$ cat config.mk
export PLATFORM = sky130hd
export DESIGN_NAME = rc_serial_frame_receiver
export DESIGN_NICKNAME = d
export VERILOG_FILES = /design/src/sv/rcfr_pkg.sv /design/src/sv/rcfr_ctrl.sv /design/src/sv/rcfr_dp.sv /design/src/sv/rc_serial_frame_receiver.sv
export SDC_FILE = /design/constraint.sdc
export NUM_CORES = 1
export LEC_CHECK = 0
export ABC_AREA = 1
export BUFFER_PORTS_ARGS = -buffer_cell sky130_fd_sc_hd__buf_4
export CAP_MARGIN = 20
export CORE_ASPECT_RATIO = 0.7
export CORE_MARGIN = 10
export CORE_UTILIZATION = 48
export CTS_BUF_LIST = sky130_fd_sc_hd__clkbuf_4 sky130_fd_sc_hd__clkbuf_8 sky130_fd_sc_hd__clkbuf_16
export CTS_CLUSTER_SIZE = 28
export DETAILED_ROUTE_END_ITERATION = 12
export PLACE_DENSITY = 0.72
export REMOVE_ABC_BUFFERS = 1
export SLEW_MARGIN = 20
export SYNTH_ARGS = -nofsm -noshare
export SYNTH_HDL_FRONTEND = slang
export SYNTH_SLANG_ARGS = --single-unit
$ cat constraint.sdc
create_clock -name clk -period 4.7 [get_ports clk]
set_clock_uncertainty 0.2 [all_clocks]
set_input_delay 0 -clock clk [delete_from_list [all_inputs] [get_ports clk]]
set_output_delay 0 -clock clk [all_outputs]
set_load 0.02 [all_outputs]
$ cat src/sv/rcfr_pkg.sv
// ----------------------------------------------------------------------------
// rcfr_pkg
// Shared types and constants for the serial RC frame receiver: frame layout,
// result status codes, register indexes and the controller/datapath bundles.
// ----------------------------------------------------------------------------
package rcfr_pkg;

  localparam logic [7:0]  HDR0       = 8'h20;
  localparam logic [7:0]  HDR1       = 8'h40;
  localparam logic [15:0] SUM_RESET  = 16'hFFFF;
  localparam logic [15:0] SUM_START  = 16'hFFFF - 16'h0020 - 16'h0040;
  localparam logic [4:0]  POS_BODY   = 5'd2;
  localparam logic [4:0]  POS_CHK_LO = 5'd30;
  localparam logic [4:0]  POS_CHK_HI = 5'd31;
  localparam logic [15:0] COUNT_MAX  = 16'hFFFF;
  localparam int          SCALE_LIMIT = 500;

  localparam int IDX_W    = 4;
  localparam int CFG_IW   = 2;
  localparam int CFG_DW   = 16;

  localparam logic [CFG_IW-1:0] CFG_CENTER   = 2'd0;
  localparam logic [CFG_IW-1:0] CFG_DEADBAND = 2'd1;
  localparam logic [CFG_IW-1:0] CFG_FAILSAFE = 2'd2;

  typedef enum logic [1:0] {
    ST_CHANNEL = 2'd0,
    ST_BAD_SUM = 2'd1,
    ST_TIMEOUT = 2'd2
  } rcfr_status_t;

  typedef struct packed {
    logic hdr_start;
    logic body_byte;
    logic tmo;
    logic final_bad;
    logic final_good;
    logic emit;
  } rcfr_cmd_t;

  typedef struct packed {
    logic is_hdr0;
    logic is_hdr1;
    logic pos_final;
    logic sum_ok;
    logic emit_last;
    logic out_busy;
  } rcfr_stat_t;

endpackage

$ cat src/sv/rcfr_ctrl.sv
// ----------------------------------------------------------------------------
// rcfr_ctrl
// Frame controller: header hunt, body tracking and channel emission
// sequencing. Issues commands to the datapath from its status flags.
// ----------------------------------------------------------------------------
module rcfr_ctrl (
  input  logic               clk,
  input  logic               rst_n,
  input  logic               in_valid,
  input  logic               in_timeout,
  output logic               in_stall,
  input  logic               out_stall,
  input  rcfr_pkg::rcfr_stat_t stat,
  output rcfr_pkg::rcfr_cmd_t  cmd
);

  typedef enum logic [3:0] {
    S_H0   = 4'b0001,
    S_H1   = 4'b0010,
    S_BODY = 4'b0100,
    S_EMIT = 4'b1000
  } ctrl_state_t;

  ctrl_state_t state_r, state_nxt;
  logic        out_free;
  logic        acc;

  assign out_free = !stat.out_busy || !out_stall;
  assign in_stall = (state_r == S_EMIT) || !out_free;
  assign acc      = in_valid && !in_stall;

  always_comb begin
    state_nxt = state_r;
    cmd       = '0;
    if (acc && in_timeout) begin
      cmd.tmo   = 1'b1;
      state_nxt = S_H0;
    end else begin
      unique case (state_r)
        S_H0: begin
          if (acc && stat.is_hdr0) state_nxt = S_H1;
        end
        S_H1: begin
          if (acc) begin
            if (stat.is_hdr1) begin
              cmd.hdr_start = 1'b1;
              state_nxt     = S_BODY;
            end else if (!stat.is_hdr0) begin
              state_nxt = S_H0;
            end
          end
        end
        S_BODY: begin
          if (acc) begin
            if (!stat.pos_final) begin
              cmd.body_byte = 1'b1;
            end else if (stat.sum_ok) begin
              cmd.final_good = 1'b1;
              state_nxt      = S_EMIT;
            end else begin
              cmd.final_bad = 1'b1;
              state_nxt     = S_H0;
            end
          end
        end
        S_EMIT: begin
          if (out_free) begin
            cmd.emit = 1'b1;
            if (stat.emit_last) state_nxt = S_H0;
          end
        end
        default: state_nxt = S_H0;
      endcase
    end
  end

  always_ff @(posedge clk) begin
    if (!rst_n) begin
      state_r <= S_H0;
    end else begin
      state_r <= state_nxt;
    end
  end

  a_emit_blocks_input: assert property (@(posedge clk) disable iff (!rst_n)
    (state_r == S_EMIT) |-> in_stall)
    else $error("input taken while channels are emitted");

  a_one_result_source: assert property (@(posedge clk) disable iff (!rst_n)
    $onehot0({cmd.tmo, cmd.final_bad, cmd.final_good, cmd.emit, cmd.body_byte,
              cmd.hdr_start}))
    else $error("conflicting datapath commands");

  a_load_when_free: assert property (@(posedge clk) disable iff (!rst_n)
    (cmd.emit || cmd.tmo || cmd.final_bad) |-> (!stat.out_busy || !out_stall))
    else $error("output register overwritten while held");

endmodule

$ cat src/sv/rcfr_dp.sv
// ----------------------------------------------------------------------------
// rcfr_dp
// Frame datapath: configuration registers, byte position, checksum, channel
// store, failure counter, channel scaling and the result register.
// ----------------------------------------------------------------------------
module rcfr_dp #(
  parameter int CHANNELS = 10
) (
  input  logic                        clk,
  input  logic                        rst_n,
  input  logic [7:0]                  in_rx_byte,
  input  logic                        cfg_we,
  input  logic [rcfr_pkg::CFG_IW-1:0] cfg_index,
  input  logic [rcfr_pkg::CFG_DW-1:0] cfg_wdata,
  input  rcfr_pkg::rcfr_cmd_t         cmd,
  output rcfr_pkg::rcfr_stat_t        stat,
  output logic                        out_valid,
  input  logic                        out_stall,
  output logic [1:0]                  out_status,
  output logic [rcfr_pkg::IDX_W-1:0]  out_channel_index,
  output logic [15:0]                 out_channel_raw,
  output logic signed [10:0]          out_channel_scaled,
  output logic                        out_last,
  output logic [15:0]                 out_failsafe_count,
  output logic                        out_failsafe_active
);

  localparam int CH_W = (CHANNELS > 1) ? $clog2(CHANNELS) : 1;
  localparam logic [CH_W-1:0] CH_LAST = CH_W'(CHANNELS - 1);
  localparam logic [rcfr_pkg::IDX_W-1:0] CH_COUNT = rcfr_pkg::IDX_W'(CHANNELS);
  localparam logic signed [17:0] LIM_X = 18'(rcfr_pkg::SCALE_LIMIT);

  logic [15:0] center_r;
  logic [8:0]  deadband_r;
  logic [7:0]  frames_r;

  logic [4:0]  byte_index_r, byte_index_nxt;
  logic [15:0] running_sum_r, running_sum_nxt;
  logic [7:0]  checksum_low_r, checksum_low_nxt;
  logic [15:0] failure_count_r, failure_count_nxt;
  logic [CH_W-1:0] emit_idx_r, emit_idx_nxt;
  logic        out_valid_r, out_valid_nxt;

  logic [7:0]  store_lo_r [CHANNELS];
  logic [7:0]  store_hi_r [CHANNELS];

  logic [1:0]  out_status_r;
  logic [rcfr_pkg::IDX_W-1:0] out_index_r;
  logic [15:0] out_raw_r;
  logic signed [10:0] out_scaled_r;
  logic        out_last_r;
  logic [15:0] out_count_r;
  logic        out_active_r;

  logic [rcfr_pkg::IDX_W-1:0] ch_full;
  logic        in_chan_area;
  logic        store_we;
  logic [15:0] count_inc;
  logic        load_status;
  logic [15:0] raw_sel;
  logic signed [16:0] diff;
  logic signed [17:0] diff_x, db_x, clamp_x;
  logic        in_deadband;
  logic signed [10:0] scaled;

  assign ch_full      = rcfr_pkg::IDX_W'(byte_index_r[4:1]) - rcfr_pkg::IDX_W'(1);
  assign in_chan_area = (byte_index_r >= rcfr_pkg::POS_BODY)
                     && (byte_index_r < rcfr_pkg::POS_CHK_LO)
                     && (ch_full < CH_COUNT);
  assign store_we     = cmd.body_byte && in_chan_area;
  assign count_inc    = (failure_count_r == rcfr_pkg::COUNT_MAX) ? failure_count_r
                                                                 : failure_count_r + 16'd1;
  assign load_status  = cmd.tmo || cmd.final_bad;

  assign stat.is_hdr0    = (in_rx_byte == rcfr_pkg::HDR0);
  assign stat.is_hdr1    = (in_rx_byte == rcfr_pkg::HDR1);
  assign stat.pos_final  = (byte_index_r == rcfr_pkg::POS_CHK_HI);
  assign stat.sum_ok     = ({in_rx_byte, checksum_low_r} == running_sum_r);
  assign stat.emit_last  = (emit_idx_r == CH_LAST);
  assign stat.out_busy   = out_valid_r;

  // Scale the selected channel: offset, deadband, clamp, double.
  always_comb begin
    raw_sel     = {store_hi_r[emit_idx_r], store_lo_r[emit_idx_r]};
    diff        = $signed({1'b0, raw_sel}) - $signed({1'b0, center_r});
    diff_x      = {diff[16], diff};
    db_x        = $signed({9'b0, deadband_r});
    in_deadband = ((diff_x + db_x) > 18'sd0) && (diff_x < db_x);
    if (diff_x > LIM_X) begin
      clamp_x = LIM_X;
    end else if (diff_x < -LIM_X) begin
      clamp_x = -LIM_X;
    end else begin
      clamp_x = diff_x;
    end
    scaled = in_deadband ? 11'sd0 : $signed({clamp_x[9:0], 1'b0});
  end

  always_comb begin
    byte_index_nxt    = byte_index_r;
    running_sum_nxt   = running_sum_r;
    checksum_low_nxt  = checksum_low_r;
    failure_count_nxt = failure_count_r;
    emit_idx_nxt      = emit_idx_r;
    out_valid_nxt     = out_valid_r && out_stall;
    if (cmd.hdr_start) begin
      byte_index_nxt  = rcfr_pkg::POS_BODY;
      running_sum_nxt = rcfr_pkg::SUM_START;
    end
    if (cmd.body_byte) begin
      if (byte_index_r < rcfr_pkg::POS_CHK_LO) begin
        running_sum_nxt = running_sum_r - {8'b0, in_rx_byte};
        byte_index_nxt  = byte_index_r + 5'd1;
      end else begin
        checksum_low_nxt = in_rx_byte;
        byte_index_nxt   = rcfr_pkg::POS_CHK_HI;
      end
    end
    if (load_status) begin
      failure_count_nxt = count_inc;
      byte_index_nxt    = '0;
      out_valid_nxt     = 1'b1;
    end
    if (cmd.final_good) begin
      failure_count_nxt = '0;
      byte_index_nxt    = '0;
      emit_idx_nxt      = '0;
    end
    if (cmd.emit) begin
      emit_idx_nxt  = emit_idx_r + CH_W'(1);
      out_valid_nxt = 1'b1;
    end
  end

  always_ff @(posedge clk) begin
    if (!rst_n) begin
      center_r        <= 16'd1500;
      deadband_r      <= 9'd10;
      frames_r        <= 8'd10;
      byte_index_r    <= '0;
      running_sum_r   <= rcfr_pkg::SUM_RESET;
      checksum_low_r  <= '0;
      failure_count_r <= '0;
      emit_idx_r      <= '0;
      out_valid_r     <= 1'b0;
    end else begin
      if (cfg_we) begin
        if (cfg_index == rcfr_pkg::CFG_CENTER)   center_r   <= cfg_wdata;
        if (cfg_index == rcfr_pkg::CFG_DEADBAND) deadband_r <= cfg_wdata[8:0];
        if (cfg_index == rcfr_pkg::CFG_FAILSAFE) frames_r   <= cfg_wdata[7:0];
      end
      byte_index_r    <= byte_index_nxt;
      running_sum_r   <= running_sum_nxt;
      checksum_low_r  <= checksum_low_nxt;
      failure_count_r <= failure_count_nxt;
      emit_idx_r      <= emit_idx_nxt;
      out_valid_r     <= out_valid_nxt;
    end
  end

  // Low byte write clears the high byte of the entry.
  always_ff @(posedge clk) begin
    if (store_we) begin
      if (!byte_index_r[0]) begin
        store_lo_r[ch_full[CH_W-1:0]] <= in_rx_byte;
        store_hi_r[ch_full[CH_W-1:0]] <= 8'h00;
      end else begin
        store_hi_r[ch_full[CH_W-1:0]] <= in_rx_byte;
      end
    end
  end

  always_ff @(posedge clk) begin
    if (load_status) begin
      out_status_r <= cmd.tmo ? rcfr_pkg::ST_TIMEOUT : rcfr_pkg::ST_BAD_SUM;
      out_index_r  <= '0;
      out_raw_r    <= '0;
      out_scaled_r <= '0;
      out_last_r   <= 1'b1;
      out_count_r  <= count_inc;
      out_active_r <= (count_inc >= {8'b0, frames_r});
    end else if (cmd.emit) begin
      out_status_r <= rcfr_pkg::ST_CHANNEL;
      out_index_r  <= rcfr_pkg::IDX_W'(emit_idx_r);
      out_raw_r    <= raw_sel;
      out_scaled_r <= scaled;
      out_last_r   <= (emit_idx_r == CH_LAST);
      out_count_r  <= failure_count_r;
      out_active_r <= (failure_count_r >= {8'b0, frames_r});
    end
  end

  assign out_valid           = out_valid_r;
  assign out_status          = out_status_r;
  assign out_channel_index   = out_index_r;
  assign out_channel_raw     = out_raw_r;
  assign out_channel_scaled  = out_scaled_r;
  assign out_last            = out_last_r;
  assign out_failsafe_count  = out_count_r;
  assign out_failsafe_active = out_active_r;

  a_good_frame_clears: assert property (@(posedge clk) disable iff (!rst_n)
    cmd.final_good |=> (failure_count_r == 16'd0) && (emit_idx_r == '0))
    else $error("good frame did not clear failure count");

endmodule

$ cat src/sv/rc_serial_frame_receiver.sv
// ----------------------------------------------------------------------------
// rc_serial_frame_receiver
// Serial RC frame receiver: header hunt, checksum check, channel scaling and
// failsafe counting, one received byte or timeout tick per request.
// ----------------------------------------------------------------------------
// Each request carries one received byte or a timeout tick. The final byte of
// a good frame starts a run in which the controller reads all CHANNELS
// entries of the channel store into the single output register, one entry per
// cycle while the sink does not stall, and no request is taken during that
// run. A timeout or checksum failure gives one result in the cycle after its
// request. Requests stall while the output register holds a result that the
// sink is stalling.
module rc_serial_frame_receiver #(
  parameter int CHANNELS = 10
) (
  input  logic                        clk,
  input  logic                        rst_n,
  input  logic                        in_valid,
  output logic                        in_stall,
  input  logic [7:0]                  in_rx_byte,
  input  logic                        in_timeout,
  output logic                        out_valid,
  input  logic                        out_stall,
  output logic [1:0]                  out_status,
  output logic [rcfr_pkg::IDX_W-1:0]  out_channel_index,
  output logic [15:0]                 out_channel_raw,
  output logic signed [10:0]          out_channel_scaled,
  output logic                        out_last,
  output logic [15:0]                 out_failsafe_count,
  output logic                        out_failsafe_active,
  input  logic                        cfg_we,
  input  logic [rcfr_pkg::CFG_IW-1:0] cfg_index,
  input  logic [rcfr_pkg::CFG_DW-1:0] cfg_wdata
);

  rcfr_pkg::rcfr_cmd_t  cmd;
  rcfr_pkg::rcfr_stat_t stat;

  rcfr_ctrl u_ctrl (
    .clk        (clk),
    .rst_n      (rst_n),
    .in_valid   (in_valid),
    .in_timeout (in_timeout),
    .in_stall   (in_stall),
    .out_stall  (out_stall),
    .stat       (stat),
    .cmd        (cmd)
  );

  rcfr_dp #(
    .CHANNELS (CHANNELS)
  ) u_dp (
    .clk                 (clk),
    .rst_n               (rst_n),
    .in_rx_byte          (in_rx_byte),
    .cfg_we              (cfg_we),
    .cfg_index           (cfg_index),
    .cfg_wdata           (cfg_wdata),
    .cmd                 (cmd),
    .stat                (stat),
    .out_valid           (out_valid),
    .out_stall           (out_stall),
    .out_status          (out_status),
    .out_channel_index   (out_channel_index),
    .out_channel_raw     (out_channel_raw),
    .out_channel_scaled  (out_channel_scaled),
    .out_last            (out_last),
    .out_failsafe_count  (out_failsafe_count),
    .out_failsafe_active (out_failsafe_active)
  );

endmodule
* After elaboration in Yosys (flattened, before gate mapping)
Memory sizes are Yosys's and may differ from the RTL's. A register that Yosys moved wholly into a read port is not among the register bits.
Cells that the tools add are included.
** Storage, ports and cells
- Register bits after elaboration :: 138
- Bits in writable memories :: 160
- Input bits :: 32
- Word-level logic and storage cells :: 142
- Memories :: 2
** Memories
- u_dp.store_hi_r :: words 10, bits a word 8, read ports 1, clocked after memory_dff 1, wr ports 1, RTL line rcfr_dp.sv:45 : logic [7:0] store_hi_r [CHANNELS];
- u_dp.store_lo_r :: words 10, bits a word 8, read ports 1, clocked after memory_dff 1, wr ports 1, RTL line rcfr_dp.sv:44 : logic [7:0] store_lo_r [CHANNELS];
** Operators by class
- $add $sub $neg :: 7
- Magnitude comparators :: 9
- Equality and inequality tests :: 19
- Muxes and demuxes :: 58
- Bitwise gates (word level) :: 3
- Reductions and logical operators :: 27
** Operator list (count)
- $mux W16 :: 6
- $mux W4 :: 15
- $ge A16 B8 Y1 :: 2
- $mux W1 :: 21
- $mux W10 :: 2
- $add A17 B10 Y18 :: 1
- $gt A18 B1 Y1 const B :: 1
- $gt A17 B10 Y1 const B :: 1
- $lt A17 B10 Y1 :: 1
- $lt A17 B10 Y1 const B :: 1
- $sub A16 B16 Y17 :: 1
- $add A16 B1 Y16 const B :: 1
- $eq A16 B16 Y1 :: 1
- $eq A16 B16 Y1 const B :: 1
- $pmux W4 S4 :: 1
- $sub A16 B8 Y16 :: 1
- $mux W5 :: 3
- $mux W2 :: 7
- $mux W11 :: 1
- $ne A2 B1 Y1 const B :: 5
- $eq A4 B4 Y1 const B :: 2
- $eq A8 B6 Y1 const B :: 1
- $eq A8 B7 Y1 const B :: 1
- $logic_and A1 B1 Y1 :: 8
- 26 further kinds :: 38

* Logic depth before layout (Yosys ltp)
Gate-level depths: netlist of run 1.
- Depth after elaboration :: 13
- Mapped depth :: 36

* By module
A second synthesis of run 1 with hierarchy kept.
** Second synthesis, totals
- Cell total of the unflattened synthesis :: 1701
- Area, all modules :: 15388.5 sq um
** Modules (own cells, without submodules)
- rcfr_dp :: times used 1, cells an instance 1637, area an instance 15014.4 sq um, seq. area each 7737.4 sq um
- rcfr_ctrl :: times used 1, cells an instance 64, area an instance 374.1 sq um, seq. area each 80.1 sq um

* Worst setup path after synthesis of run 1
No wires, ideal clock.
- Kind :: register to register
- Start point :: register with a tool-made name
- End point :: register u_dp.out_scaled_r[3] (netlist: u_dp.out_channel_scaled[3])
- Library setup time :: 0.059 ns
- Arrival time :: 4.280 ns
- Required time :: 4.441 ns
- Slack :: 0.161 ns
- Cell stages (with the launch flop) :: 29
- Clock period less this slack :: 4.539 ns
- Cell sequence :: dfxtp_1 clkbuf_1 buf_2 buf_1 mux2i_1 o21ai_0 o211ai_1 nand2_1 ha_1 nand2_1 nor2_1 nand2_1 nand3_1 xor2_1 ha_1 inv_1 nand2_1 nor2_1 nand2_1 nand2_1 nand2_1 nand2_1 nand4_1 nor2_1 xor2_1 nand3_1 nand2_2 nand3_1 nand2_1
** RTL lines
- end signal, assigned :: RTL line rcfr_dp.sv:186 : out_scaled_r <= scaled;
- end, declared :: RTL line rcfr_dp.sv:50 : logic signed [10:0] out_scaled_r;

==> metrics.md, run 1 <==
| Metric | Value |
|---|---|
| Status | completed |
| Final HPWL DP | 28600 µm |
| Min cycle time layout | 4.43 ns |
| Clock Path Buffers | 3 |
| Max Cap Violations | 0 |
| Reg-to-Reg End | u_dp.out_channel_scaled[4]$_SDFFE_PN0P_ |
| WL/cell | 17.4 µm |
| Final-stage net count | 1968 |
| Clk_lat worst skew | 0.56 ns |
| Root buffer cell | clkbuf_16 |
| Setup violators final | 0 |
| Synth Cell Area | 15200 µm² |
| GRT Residual Overflow | 0 |
| Cell count after synthesis | 1703 |
| Logic pwr share | 10.3% |
| Sw power | 0.00139 W |
| R2R Setup Slk | 0.27 ns |
| R2R cell count | 26 |
| Crit end category | register |
| Ant diodes | 0 |
| Critical path type | reg2reg |
| Hold Crit Start | cfg_wdata[8] |
| Leading cell types in the layout, fill and taps excluded | nand2_1, inv_1, edfxtp_1, buf_4, o21ai_0 |
| Share of layout cells above drive strength 1 | 13.6% |
| Starting DRT DRC Count | 1271 |
| VDD IR max | 0.243 mV |
| Die X | 232 µm |
| ANT nets after route | 0 |
| DR pass1 iterations | 8 |
| Vias | 12469 |
| Worst hold slack | 0.0461 ns |
| Register area | 7830 µm² |
| Max_slew headroom | 35.7% |
| Int Pwr | 0.00432 W |
| PortBufs | 83 |
| Critical Path AT | 4.73 ns |
| Post-route DRC violation count | 0 |
| Area after DPL | 16500 µm² |
| TritonCTS Sinks | 301 |
| Core Region | 31100 µm² |
| FP Rows | 54 |
| Die area | 39200 µm² |
| Worst stage delay on the critical path | 0.39 ns |
| Vias/cell | 5.41 |
| First-pass GRT wire length | 63000 µm |
| Avg Synthesized Cell Area | 8.90 µm² |
| Hold Vio Cnt, Final | 0 |
| Sum of buffers and inverters on the critical path | 4 |
| YS warnings | 0 |
| CP required | 5.00 ns |
| Pwr dens | 314 nW/µm² |
| Seq cells post-synth | 301 |
| I/O pin count | 85 |
| Worst Hold Endpoint | u_dp.center_r[8]$_SDFFE_PN1P_ |
| Yosys cell types | 46 |
| All-Layer GR Usage | 19.7% |
| Final period util | 94.2% |
| CTS H-tree lvls | 1 |
| Final GP Congestion | 0.958 |
| CTS buffer count | 29 |
| Top FF cell, synth | edfxtp_1 |
| Most frequent CP cell | nand2_1 |
| Critical path's slowest cell | dfxtp_4 |
| Layout area overhead | 20.1% |
| Routed WL | 40000 µm |
| Sum Neg Setup Slack | 0 ns |
| Hold Path Depth | 4 |
| Largest net degree at the start of global routing | 56 |
| Fillers | 2696 |
| Area of the multi-input gates | 6480 µm² |
| Sequential fraction of the synthesis area | 51.6% |
| DIE HEIGHT | 169 µm |
| Leakage | 7.47 nW |
| Number of global-route vias before repair | 11701 |
| Worst-path clk slew | 0.07 ns |
| Hold WC Path Type | in2reg |
| Initial Utilization | 48.6% |
| Post-synth EDFFs | 179 |
| Switch share | 24.4% |
| Max-slew violation count | 0 |
| Seq pwr share | 49.7% |
| Antenna violations before repair | 0 |
| Post-route cell area | 18200 µm² |
| Clk pwr share | 40.0% |
| Most common cell after layout, fill and taps aside | nand2_1 |
| Largest delay share family, worst path | simple AND/OR/NAND/NOR gates |
| Crit path launch type | register |
| F_max | 0.226 GHz |
| CP max FO | 13 |
| Synth async-reset ratio | 0% |
| Worst-Margin Slew | 0.961 ns |
| CTS tree | built |
## metal layers
| layer | wire, µm | track usage, % | vias up |
|---|---|---|---|
| li1 | - | - | 6094 |
| met1 | 18800 | 29.0 | 5867 |
| met2 | 17600 | 30.1 | 451 |
| met3 | 2990 | 2.94 | 57 |
| met4 | 660 | 3.85 | 0 |
| met5 | 0 | 0 | - |
## state kept, by name (all words and copies together), names as in the netlist, 2 cells and up, named ones only
name                     count
u_ctrl.state_r               4
u_dp.emit_idx_r              4
u_dp.out_channel_raw        16
u_dp.store_hi_r             80
u_dp.deadband_r              9
u_dp.out_channel_index       4
u_dp.frames_r                8
u_dp.center_r               16
u_dp.byte_index_r            5
u_dp.running_sum_r          16
u_dp.store_lo_r             80
u_dp.checksum_low_r          8
u_dp.out_status              2
u_dp.failure_count_r        16
u_dp.out_failsafe_count     16
u_dp.out_channel_scaled     10
## power by group through the flow
| stage | Clock (W) | Combinational (W) | Sequential, W |
|---|---|---|---|
| floorplan | 0 | 0.000325 | 0.00290 |
| global placement | 0 | 0.000499 | 0.00289 |
| detailed placement | 0 | 0.000510 | 0.00289 |
| CTS | 0.00233 | 0.000541 | 0.00284 |
| global route | 0.00244 | 0.000654 | 0.00284 |
| finish | 0.00229 | 0.000588 | 0.00284 |
## kinds of logic after synthesis
group | after synthesis | synth area share (%)
and+or+nand+nor | 614 | 17.1
muxes | 37 | 2.44
xor gates and xnor gates | 39 | 2.25
buffers and inverters | 299 | 7.47
DFF | 301 | 51.6
AOI/OAI and AO/OA | 339 | 12.9
adders and majority gates | 73 | 6.18
other | 1 | 0.0248
## worst reg2reg max path, stage by stage, from the launching register on
cell and delay (ns):
dfxtp_4 0.39, buf_4 0.17, buf_6 0.17, mux2i_1 0.22
o211ai_1 0.10, nand3_1 0.20, nand2_2 0.11, ha_1 0.32
nand3_1 0.09, nand2_1 0.09, buf_4 0.15, xor2_1 0.20
ha_1 0.33, inv_1 0.12, nand3_1 0.09, nand2_1 0.15
nand2_1 0.09, nand2_1 0.10, nand2_1 0.07, nand2_2 0.10
nand4_1 0.15, nor2_1 0.15, xor2_1 0.20, nand3_2 0.15
nand2_2 0.13, nand3_1 0.08, nand2_1 0.07
## per-stage QoR
step	worst slack (ns)	std cells	util, %	power, W
floorplan	-1.73	1649	-	0.00323
global route	-0.0549	2305	58.4	0.00594
CTS	0.0704	2298	57.3	0.00571
global placement	0.128	2203	52.9	0.00339
finish	0.273	2305	58.4	0.00571
detailed placement	0.0171	2203	53.0	0.00340
## synth_stat cells (18+ instances only)
master	instances	share of area, %
inv_1	243	6.0
a21oi_1	114	3.8
clkbuf_1	40	0.99
nand2_1	312	7.7
edfxtp_1	179	35
dfxtp_1	122	16
xnor2_1	18	1.0
nand3_1	101	3.3
mux2i_1	37	2.4
o21ai_0	125	4.1
nor2_1	126	3.1
o211ai_1	61	3.0
xor2_1	21	1.2
nand4_1	21	0.87
ha_1	70	5.8
nor3_1	33	1.1
## worst max path at each step
stage               slack (ns)  depth (start not counted)                                       end     start
floorplan                -1.73                         27  u_dp.out_channel_scaled[10]$_SDFFE_PN0P_  register
global placement          0.13                         28  u_dp.out_channel_scaled[10]$_SDFFE_PN0P_  register
detailed placement        0.02                         30   u_dp.out_channel_scaled[9]$_SDFFE_PN0P_  register
CTS                       0.07                         29   u_dp.out_channel_scaled[9]$_SDFFE_PN0P_  register
global route             -0.05                         29  u_dp.out_channel_scaled[10]$_SDFFE_PN0P_  register
finish                    0.27                         26   u_dp.out_channel_scaled[4]$_SDFFE_PN0P_  register
## final cells by class
cell class | instances | share of cell area (%)
well taps | 420 | 2.89
repair buffers | 181 | 8.27
clock buffers | 36 | 4.48
multi-input cells | 1104 | 35.6
clock inverters | 17 | 0.667
inverters | 245 | 5.07
flip-flops and latches | 301 | 43.0
repair inverters | 1 | 0.0275
## what timing repair did
action	CTS	global route
gates cloned	0	2
gates resized for setup	0	69
pin swaps	0	21
hold buffers	40	0
endpoints found under the hold margin	169	0
buffers inserted	2	5
setup endpoints to repair	3	10
No activity file was read; power rests on OpenSTA's default activity.
==> inputs of run 2 (changes only) <==
PLACE_DENSITY = 0.68   (was 0.72)
==> metrics.md, run 2 (same netlist as run 1, synthesis figures left out) <==
| Metric | Value |
|---|---|
| Starting DRT DRC Count | 1184 (-6.8%) |
| Placed cells | 2203 (unchanged) |
| Pre-CTS setup slack | 0.0149 ns (-0.00221 ns) |
| DIE HEIGHT | 169 µm (unchanged) |
| Worst-Margin Slew | 0.940 ns (-0.0218 ns) |
| Post-layout worst setup margin | 0.160 ns (-0.113 ns) |
| Number of global-route vias before repair | 11788 (+0.74%) |
| Clock Path Buffers | 3 (unchanged) |
| Seq pwr share | 49.8% (about the same) |
| R2R cell count | 31 (+19%) |
| Critical path type | reg2reg |
| Post-route cell area | 18600 µm² (+2.1%) |
| Max Cap Violations | 0 (unchanged) |
| Leading cell types in the layout, fill and taps excluded | nand2_1, inv_1, edfxtp_1, buf_4, dfxtp_1 |
| Post-route DRC violation count | 0 (unchanged) |
| Sw power | 0.00141 W (+1.0%) |
| Routed WL | 41600 µm (+4.0%) |
| Logic pwr share | 10.8% (+0.5 points) |
| Hold WC Path Type | in2reg |
| Most frequent CP cell | nand2_1 |
| Vias | 12558 (+0.71%) |
| Switch share | 24.7% (+0.30 points) |
| Core Region | 31100 µm² (unchanged) |
| Hold Vio Cnt, Final | 0 (unchanged) |
| Worst stage delay on the critical path | 0.47 ns (+0.08 ns) |
| Max-slew violation count | 0 (unchanged) |
| Final GP Congestion | 0.923 (-3.6%) |
| Layout area overhead | 22.7% |
| Final Power | 0.00570 W (-0.23%) |
| Die X | 232 µm (unchanged) |
| Largest delay share family, worst path | simple AND/OR/NAND/NOR gates |
| Clk pwr share | 39.4% (-0.6 points) |
| Largest net degree at the start of global routing | 56 (unchanged) |
| VDD IR max | 0.235 mV (-3.4%) |
| I/O pin count | 85 (unchanged) |
| F_max | 0.220 GHz (-2.5%) |
| GRT Residual Overflow | 0 (unchanged) |
| Crit path launch type | register |
| Critical path's slowest cell | fa_2 |
| Leakage | 7.57 nW (+1.4%) |
| Area after DPL | 16500 µm² (about the same) |
| Fillers | 2686 (-0.37%) |
| Most common cell after layout, fill and taps aside | nand2_1 |
| Worst-path clk slew | 0.07 ns (about the same) |
| ANT nets after route | 0 (unchanged) |
| RSZ-0062 raised after global routing | yes |
| Area of the multi-input gates | 6680 µm² (+3.1%) |
| Register area | 7820 µm² (about the same) |
| Non-filler instance count after layout | 2329 (+1.0%) |
| Max_slew headroom | 37.1% (+1.5 points) |
| Share of layout cells above drive strength 1 | 15.9% (+2.3 points) |
| Hold Path Depth | 4 (unchanged) |
| Final-stage net count | 1991 (+1.2%) |
| WL/cell | 17.9 µm (+2.9%) |
| Sum Neg Setup Slack | 0 ns (unchanged) |
| CTS buffer count | 29 (unchanged) |
| Initial Utilization | 48.6% (unchanged) |
| PortBufs | 83 (unchanged) |
| First-pass GRT wire length | 64700 µm (+2.7%) |
| Vias/cell | 5.39 (-0.32%) |
| Sum of buffers and inverters on the critical path | 5 (+1) |
| Pwr dens | 307 nW/µm² (-2.3%) |
| Int Pwr | 0.00429 W (-0.64%) |
| Die area | 39200 µm² (unchanged) |
| Root buffer cell | clkbuf_16 |
| Final HPWL DP | 29300 µm (+2.5%) |
| Crit path depth | 31 (+19%) |
| Min cycle time layout | 4.54 ns (+0.113 ns) |
| Final period util | 96.6% (+2.4 points) |
| DR pass1 iterations | 5 (-3) |
| All-Layer GR Usage | 20.4% (+0.73 points) |
| Setup violators final | 0 (unchanged) |
| Crit end category | register |
| TritonCTS Sinks | 301 (unchanged) |
| Ant diodes | 0 (unchanged) |
| CTS H-tree lvls | 1 (unchanged) |
| CP max FO | 6 (-7) |
| FP Rows | 54 (unchanged) |
| Clk_lat worst skew | 0.57 ns (about the same) |
| Hold Crit Start | cfg_wdata[0] |
| CTS tree | built |
| Critical Path AT | 4.84 ns (+0.11 ns) |
| CP required | 5.00 ns (about the same) |
| Antenna violations before repair | 0 (unchanged) |
| Status | completed |
run 2: cell types whose count changed in the layout (fill, tap and decap cells not counted), sizes merged:
| cell | previous run | this run |
|---|---|---|
| bufinv | 1 | 0 |
| clkbuf | 36 | 42 |
| dlygate4sd3 | 40 | 52 |
| clkinv | 12 | 9 |
| clkinvlp | 4 | 3 |
| buf | 141 | 152 |
run 2: power groups by stage:
stage                     logic, W  registers (W)  clock network, W
after floorplan           0.000325        0.00290                 0
after global placement    0.000507        0.00289                 0
after detailed placement  0.000513        0.00290                 0
after CTS                 0.000549        0.00284           0.00228
after global routing      0.000687        0.00284           0.00239
final                     0.000615        0.00284           0.00225
run 2: metrics by stage:
step                hold slack [ns]  utilization (%)
floorplan                    -0.131                -
global placement             0.0471             52.9
detailed placement           0.0568             52.9
CTS                          0.0310             57.6
global route                 0.0742             59.7
finish                       0.0554             59.7
run 2: worst register-to-register path, delay by kind of cell (launching register included):
family | cells | cell delay [ns]
simple gates | 17 | 1.56
xor+xnor | 1 | 0.22
flops | 1 | 0.40
compound gates | 4 | 0.54
buf+inv | 5 | 0.40
mux | 1 | 0.19
fa+ha+maj | 3 | 0.99
run 2: worst paths after layout:
path	to	slack (ns)
worst max-delay path	u_dp.out_channel_scaled[7]$_SDFFE_PN0P_	0.16
worst min register to register	u_dp.out_channel_scaled[10]$_SDFFE_PN0P_	0.24
worst max register to register	u_dp.out_channel_scaled[7]$_SDFFE_PN0P_	0.16
worst min-delay path	u_dp.frames_r[0]$_SDFFE_PN0P_	0.06
run 2: repair_timing:
item,CTS,global route
pin swaps,0,51
setup buffers,3,15
gates cloned,0,2
gates resized for setup,2,114
hold buffers,52,0
setup endpoints to repair,7,92
endpoints found under the hold margin,178,0
run 2: area by class of cell:
cell class,count,share of cell area (%)
flip-flops and latches,301,42.1
multi-input cells,1104,35.9
repair buffers,205,9.30
inverters,245,4.96
clock buffers,41,4.49
well taps,420,2.83
clock inverters,13,0.384
run 2: layer usage:
layer  vias up  share of wire [%]  global-route usage [%]
met5         -                  0                       0
li1       6156                  -                       -
met2       406                 42                    29.3
met1      5935                 50                    31.2
met4         0                1.7                    4.11
met3        61                6.9                    3.79
